**src/hw/rtl/ama_pkg.sv**
```systemverilog
// Shared constants and types for the adaptive moving average filter.
package ama_pkg;

    localparam int unsigned DATA_W     = 32;
    localparam int unsigned TAPS       = 5;
    localparam int unsigned JUMP_RECIP = 5;

    localparam int unsigned TAP_W  = $clog2(TAPS);
    localparam int unsigned HIST_W = (TAPS > 1) ? $clog2(TAPS) : 1;
    localparam int unsigned SUM_W  = DATA_W + TAP_W;
    localparam int unsigned THR_W  = DATA_W + 1 + $clog2(JUMP_RECIP);

    // The sum is divided in two halves; each partial dividend is DIV_W bits wide.
    localparam int unsigned LO_W   = DATA_W / 2;
    localparam int unsigned DIV_W  = LO_W + TAP_W;
    localparam int unsigned DIV_SH = DIV_W + TAP_W;
    localparam int unsigned PROD_W = 2 * DIV_W + 1;

    // Rounded-up reciprocal; exact for every DIV_W-bit dividend.
    localparam longint unsigned RECIP =
        ((64'd1 << DIV_SH) + 64'(TAPS) - 64'd1) / 64'(TAPS);

    typedef logic [DATA_W-1:0] t_data;
    typedef logic [SUM_W-1:0]  t_sum;

    typedef struct packed {
        logic vld;
        logic jmp;
    } t_ctl;

endpackage

```
**src/hw/rtl/ama_div.sv**
```systemverilog
// Three-stage pipelined division of the history sum by the tap count.
module ama_div (
    input  logic                  i_clk,
    input  logic                  i_rst_n,
    input  logic                  i_en,
    input  ama_pkg::t_ctl         i_ctl,
    input  ama_pkg::t_sum         i_sum,
    output ama_pkg::t_ctl         o_ctl,
    output ama_pkg::t_data        o_quot
);

    ama_pkg::t_ctl                   r_ctl2;
    ama_pkg::t_ctl                   r_ctl3;
    ama_pkg::t_ctl                   r_ctl4;

    logic [ama_pkg::DIV_W-1:0]       r_hi2;
    logic [ama_pkg::LO_W-1:0]        r_lo2;
    logic [ama_pkg::LO_W-1:0]        r_q1_2;
    logic [ama_pkg::DIV_W-1:0]       r_v3;
    logic [ama_pkg::LO_W-1:0]        r_q1_3;
    ama_pkg::t_data                  r_quot;

    logic [ama_pkg::PROD_W-1:0]      w_prod1;
    logic [ama_pkg::PROD_W-1:0]      w_prod2;
    logic [ama_pkg::DIV_W-1:0]       w_hi;
    logic [ama_pkg::DIV_W-1:0]       w_rem;
    logic [ama_pkg::LO_W-1:0]        n_q1;
    logic [ama_pkg::LO_W-1:0]        n_q2;

    // Upper half first: its quotient is below 2^LO_W because the mean fits DATA_W bits.
    assign w_hi    = i_sum[ama_pkg::SUM_W-1 -: ama_pkg::DIV_W];
    assign w_prod1 = ama_pkg::PROD_W'(w_hi) * ama_pkg::PROD_W'(ama_pkg::RECIP);
    assign n_q1    = ama_pkg::LO_W'(w_prod1 >> ama_pkg::DIV_SH);

    // The remainder of the upper half is below TAPS and heads the lower dividend.
    assign w_rem   = r_hi2 - ama_pkg::DIV_W'(ama_pkg::DIV_W'(r_q1_2) *
                                            ama_pkg::DIV_W'(ama_pkg::TAPS));

    assign w_prod2 = ama_pkg::PROD_W'(r_v3) * ama_pkg::PROD_W'(ama_pkg::RECIP);
    assign n_q2    = ama_pkg::LO_W'(w_prod2 >> ama_pkg::DIV_SH);

    always_ff @(posedge i_clk) begin
        if (!i_rst_n) begin
            r_ctl2 <= '0;
            r_ctl3 <= '0;
            r_ctl4 <= '0;
        end else if (i_en) begin
            r_ctl2 <= i_ctl;
            r_ctl3 <= r_ctl2;
            r_ctl4 <= r_ctl3;
        end
    end

    always_ff @(posedge i_clk) begin
        if (i_en) begin
            r_hi2  <= w_hi;
            r_lo2  <= i_sum[ama_pkg::LO_W-1:0];
            r_q1_2 <= n_q1;
            if (ama_pkg::TAP_W > 0) begin
                r_v3 <= ama_pkg::DIV_W'({w_rem, r_lo2});
            end else begin
                r_v3 <= ama_pkg::DIV_W'(r_lo2);
            end
            r_q1_3 <= r_q1_2;
            r_quot <= {r_q1_3, n_q2};
        end
    end

    assign o_ctl  = r_ctl4;
    assign o_quot = r_quot;

endmodule

```
**src/hw/rtl/adaptive_moving_average.sv**
```systemverilog
// Top level of the adaptive moving average filter with jump reload.
// Stages: a sample's result is shown once it has passed one history stage and three
// division stages, and it can transfer while it is shown.
// Throughput: one sample per cycle; the whole pipeline halts while a result waits.
// Reset: history and running sum clear to zero, the pipeline empties, and the
// input is ready once the run flag has been registered after reset is released.
module adaptive_moving_average (
    input  logic                  i_clk,
    input  logic                  i_rst_n,
    input  logic                  i_in_valid,
    output logic                  o_in_ready,
    input  ama_pkg::t_data        i_sample,
    output logic                  o_out_valid,
    input  logic                  i_out_ready,
    output ama_pkg::t_data        o_smoothed,
    output logic                  o_jumped
);

    ama_pkg::t_data                  r_hist [ama_pkg::TAPS];
    ama_pkg::t_data                  n_hist [ama_pkg::TAPS];
    ama_pkg::t_sum                   r_sum;
    ama_pkg::t_sum                   n_sum;
    ama_pkg::t_ctl                   r_ctl1;
    ama_pkg::t_ctl                   w_ctl_out;
    logic                            r_run;

    logic                            w_en;
    logic                            w_acc;
    ama_pkg::t_data                  w_diff;
    logic [ama_pkg::THR_W-1:0]       w_lhs;
    logic [ama_pkg::THR_W-1:0]       w_rhs;
    logic                            w_jump;

    assign w_en       = !w_ctl_out.vld || i_out_ready;
    assign o_in_ready = r_run && w_en;
    assign w_acc      = i_in_valid && o_in_ready;

    // Jump when 5 * (|x - newest| + 1) exceeds newest + 1.
    assign w_diff = (i_sample >= r_hist[0]) ? (i_sample - r_hist[0]) : (r_hist[0] - i_sample);
    assign w_lhs  = (ama_pkg::THR_W'(w_diff) + ama_pkg::THR_W'(1)) *
                    ama_pkg::THR_W'(ama_pkg::JUMP_RECIP);
    assign w_rhs  = ama_pkg::THR_W'(r_hist[0]) + ama_pkg::THR_W'(1);
    assign w_jump = w_lhs > w_rhs;

    always_comb begin
        if (w_jump) begin
            for (int i = 0; i < ama_pkg::TAPS; i++) begin
                n_hist[i] = i_sample;
            end
            n_sum = ama_pkg::SUM_W'(i_sample) * ama_pkg::SUM_W'(ama_pkg::TAPS);
        end else begin
            n_hist[0] = i_sample;
            for (int i = 1; i < ama_pkg::TAPS; i++) begin
                n_hist[i] = r_hist[i-1];
            end
            n_sum = r_sum + ama_pkg::SUM_W'(i_sample)
                  - ama_pkg::SUM_W'(r_hist[ama_pkg::HIST_W'(ama_pkg::TAPS - 1)]);
        end
    end

    always_ff @(posedge i_clk) begin
        if (!i_rst_n) begin
            for (int i = 0; i < ama_pkg::TAPS; i++) begin
                r_hist[i] <= '0;
            end
            r_sum  <= '0;
            r_ctl1 <= '0;
            r_run  <= 1'b0;
        end else begin
            r_run <= 1'b1;
            if (w_acc) begin
                r_hist <= n_hist;
                r_sum  <= n_sum;
            end
            if (w_en) begin
                r_ctl1.vld <= w_acc;
                r_ctl1.jmp <= w_jump;
            end
        end
    end

    // A jump loads TAPS copies of the sample, so the mean is the sample itself.
    ama_div u_div (
        .i_clk   (i_clk),
        .i_rst_n (i_rst_n),
        .i_en    (w_en),
        .i_ctl   (r_ctl1),
        .i_sum   (r_sum),
        .o_ctl   (w_ctl_out),
        .o_quot  (o_smoothed)
    );

    assign o_out_valid = w_ctl_out.vld;
    assign o_jumped    = w_ctl_out.jmp;

endmodule

```
**config.mk**
```make
export PLATFORM = sky130hd
export DESIGN_NAME = adaptive_moving_average
export DESIGN_NICKNAME = d
export VERILOG_FILES = /design/src/hw/rtl/ama_pkg.sv /design/src/hw/rtl/ama_div.sv /design/src/hw/rtl/adaptive_moving_average.sv
export SDC_FILE = /design/constraint.sdc
export NUM_CORES = 2
export LEC_CHECK = 0
export CORE_MARGIN = 2
export CORE_UTILIZATION = 45
export DETAILED_ROUTE_END_ITERATION = 8
export DONT_BUFFER_PORTS = 1
export GPL_TIMING_DRIVEN = 0
export PLACE_DENSITY_LB_ADDON = 0.2
export SETUP_SLACK_MARGIN = 0.2
export SYNTH_ARGS = -nofsm -noshare
export SYNTH_HDL_FRONTEND = slang
export SYNTH_SLANG_ARGS = --single-unit
```
**constraint.sdc**
```tcl
create_clock -name i_clk -period 16.1 [get_ports i_clk]
set_input_delay 0.805 -clock i_clk [delete_from_list [all_inputs] [get_ports i_clk]]
set_output_delay 0.805 -clock i_clk [all_outputs]
set_load 0.01 [all_outputs]
```
==> flow_summary.ini <==
[power]
p_int_mw = 4.56
switching_share = 0.490
p_clk_frac = 0.093
power_per_cell_area_nw_per_um2 = 247
power.share.sequential = 0.148
leakage_nw = 16.8
combPwrFrac = 0.759
p_sw_mw = 4.39
irDropWorstVdd_v = 0.000261

[critical_path]
cpPeakStageDelay_ns = 0.64
crit_fanout = 10
arrival_ns = 12.15
crit_top_cell = ha_1
cp-start-kind = flip-flop
path_class = reg2reg
cp_data_required_time_ns = 16.59
crit_slowest_cell = buf_1
cp-end-kind = flip-flop

[timing]
finalMaxSlewViolations = 0
rsz0062_at_grt = false
max_freq_ghz = 0.0858
slew_headroom = 0.131
setup_tns_ns = 0
setup_ws_ns = 4.44
clock_skew_ns = 0.0220
fin_crit_ns = 11.66
finalCritPeriodShare = 0.724
finalSetupViolations = 0
tightestPinTransition_ns = 1.30
final_hold_viol_count = 0

[synth]
yosysWarnings = 0
ys_ff_latch = 306
synth_edf_count = 102
netlist_instances = 3740
syn_area_per_cell_um2 = 9.05
async_reset_ff_frac = 0
syn_area_um2 = 33800
netlist-cell-type-count = 97
synth-main-ff-cell = dfxtp_1
synth_seq_area_share = 0.211
syn_nets = 4535

[floorplan]
ioPinCount = 71
die_w_um = 278
fp-row-count = 100
initial_utilization = 0.455
die_area_um2 = 77400
die_y_um = 278
coreArea_um2 = 74400

[placement]
io_buffer_count = 0
dp_slack_ns = 3.93
dp_hpwl_um = 79300
place_congestion = 0.970
postPlaceCellArea_um2 = 35100

[global_route]
overflow = 0
grt_pass1_wl_um = 150000
grt_max_degree = 102
grt_use_total = 0.247
grt_pass1_vias = 27100
antenna_found_initial = 0

[cells_and_area]
register_area_um2 = 7150
nNetsFinal = 4574
fill_cells = 7180
final_cell_mix = inv_1, ha_1, a21oi_1
multi_input_comb_area_um2 = 24000
insertedDiodeCount = 0
final_common_cell = inv_1
final_area_um2 = 36300
drive_gt1_frac = 0.0599
syn_to_final_growth_pct = 7.26

[clock_network]
cts_buffers = 36
post-cts-setup-buffers = 0
cts_sinks = 306
clkTransAtPathRegs_ns = 0.06
clk_latency_ns = 0.57
clock_path_buffers = 3
cts_root_buffer = clkbuf_16
htree_levels = 2
post_cts_resize_count = 0
cts_tree = built
hold_buffers = 0

[detailed_routing]
viasPerCell = 5.54
wl_per_cell_um = 19.9
drtIter0Drc = 1567
ant_nets = 0
first_pass_iters = 6
wirelength_um = 95000
via_count = 26400
route.detailed.drc = 0

[job]
cap_violations = 0

[worst_hold_path]
min_path_type = in2reg

[run_status]
status = completed
## flip-flops by register name, indices dropped and copies added, names as in the netlist
| register | count |
|---|---|
| u_div.r_q1_3 | 16 |
| u_div.r_q1_2 | 16 |
| u_div.r_lo2 | 16 |
| u_div.r_v3 | 19 |
| u_div.o_quot | 32 |
| u_div.o_ctl | 2 |
| u_div.r_ctl2 | 2 |
| r_ctl1 | 2 |
| r_run | 1 |
| r_hist | 160 |
| r_sum | 35 |
| u_div.r_ctl3 | 2 |
| u_div.r_hi2 | 3 |
## synthesized netlist by cell type, types with 22 or more instances
cell type	count	area share
nor3_1	55	0.0081
o21a_1	25	0.0055
nor2_1	220	0.024
a21o_1	101	0.022
o21bai_1	28	0.0062
nand4_1	37	0.0068
nand3_1	75	0.011
xnor2_1	158	0.041
a31oi_1	26	0.0048
nand2_1	185	0.021
nand2b_1	37	0.0068
a211oi_2	65	0.024
and3_1	24	0.0044
a21oi_1	247	0.037
xor2_1	63	0.016
a211oi_1	76	0.017
buf_2	22	0.0033
dfxtp_1	204	0.12
fa_1	235	0.14
inv_1	539	0.060
o21ai_0	240	0.035
ha_1	524	0.19
a311oi_1	34	0.0088
edfxtp_1	102	0.090
clkbuf_1	90	0.010
## power groups by stage
stage	sequential (mW)	clock [mW]	combinational, mW
6_report	1.33	0.835	6.79
5_1_grt	1.35	0.882	7.87
4_1_cts	1.33	0.857	6.91
3_5_place_dp	1.34	0	6.83
3_3_place_gp	1.34	0	6.73
2_1_floorplan	1.30	0	5.23
## critical path: cells and delay by family (launching register included)
family	cells	cell delay, ns
AOI/OAI and AO/OA	9	2.51
muxes	1	0.21
adders and majority gates	5	1.56
DFF	1	0.50
and+or+nand+nor	16	4.69
buffers and inverters	5	1.75
xor gates and xnor gates	2	0.32
## cell type report
class	instances	share of cell area
repair buffers	1	0.000758
flip-flops and latches	306	0.197
well taps	969	0.0334
multi-input cells	2755	0.661
plain buffers	138	0.0185
clock inverters	15	0.00489
clock buffers	49	0.0284
inverters	541	0.0561
## path summary, 6_finish.rpt
kind                                                 start                         end  slack [ns]  cells after the start
worst max-delay path              r_hist[129]$_SDFFE_PN0P_      r_sum[18]$_SDFFE_PN0P_        4.44                     38
worst max register to register    r_hist[129]$_SDFFE_PN0P_      r_sum[18]$_SDFFE_PN0P_        4.44                     38
worst min-delay path                               i_rst_n               r_run$_DFF_P_        0.27                      0
worst min register to register  u_div.r_q1_2[10]$_DFFE_PN_  u_div.r_q1_3[10]$_DFFE_PN_        0.41                      0
## metal layers
layer | global-route usage | routed length (um) | vias to the layer above
met5 | 0 | 0 | -
met4 | 0.0956 | 3880 | 0
met3 | 0.0259 | 3690 | 141
met2 | 0.420 | 44700 | 569
met1 | 0.322 | 42800 | 12600
li1 | - | - | 13100
## logic make-up (layout without fill, tap and decap cells)
kind of cell / count (synthesis) / after routing / synth area share
simple gates: 760 / 760 / 0.110
buf+inv: 679 / 744 / 0.0799
flops: 306 / 306 / 0.211
xor+xnor: 221 / 221 / 0.0572
compound gates: 1001 / 1001 / 0.205
fa+ha+maj: 759 / 759 / 0.333
mux: 14 / 14 / 0.00429
## stage by stage
stage | utilization | hold slack (ns) | cells | total power [mW]
after floorplan | - | 0.400 | 3740 | 6.53
after global placement | 0.471 | 0.401 | 4709 | 8.07
final | 0.488 | 0.271 | 4774 | 8.96
after detailed placement | 0.471 | 0.405 | 4710 | 8.17
after global routing | 0.488 | 0.250 | 4774 | 10.1
after CTS | 0.488 | 0.234 | 4774 | 9.09
No activity file was read; power rests on OpenSTA's default activity.
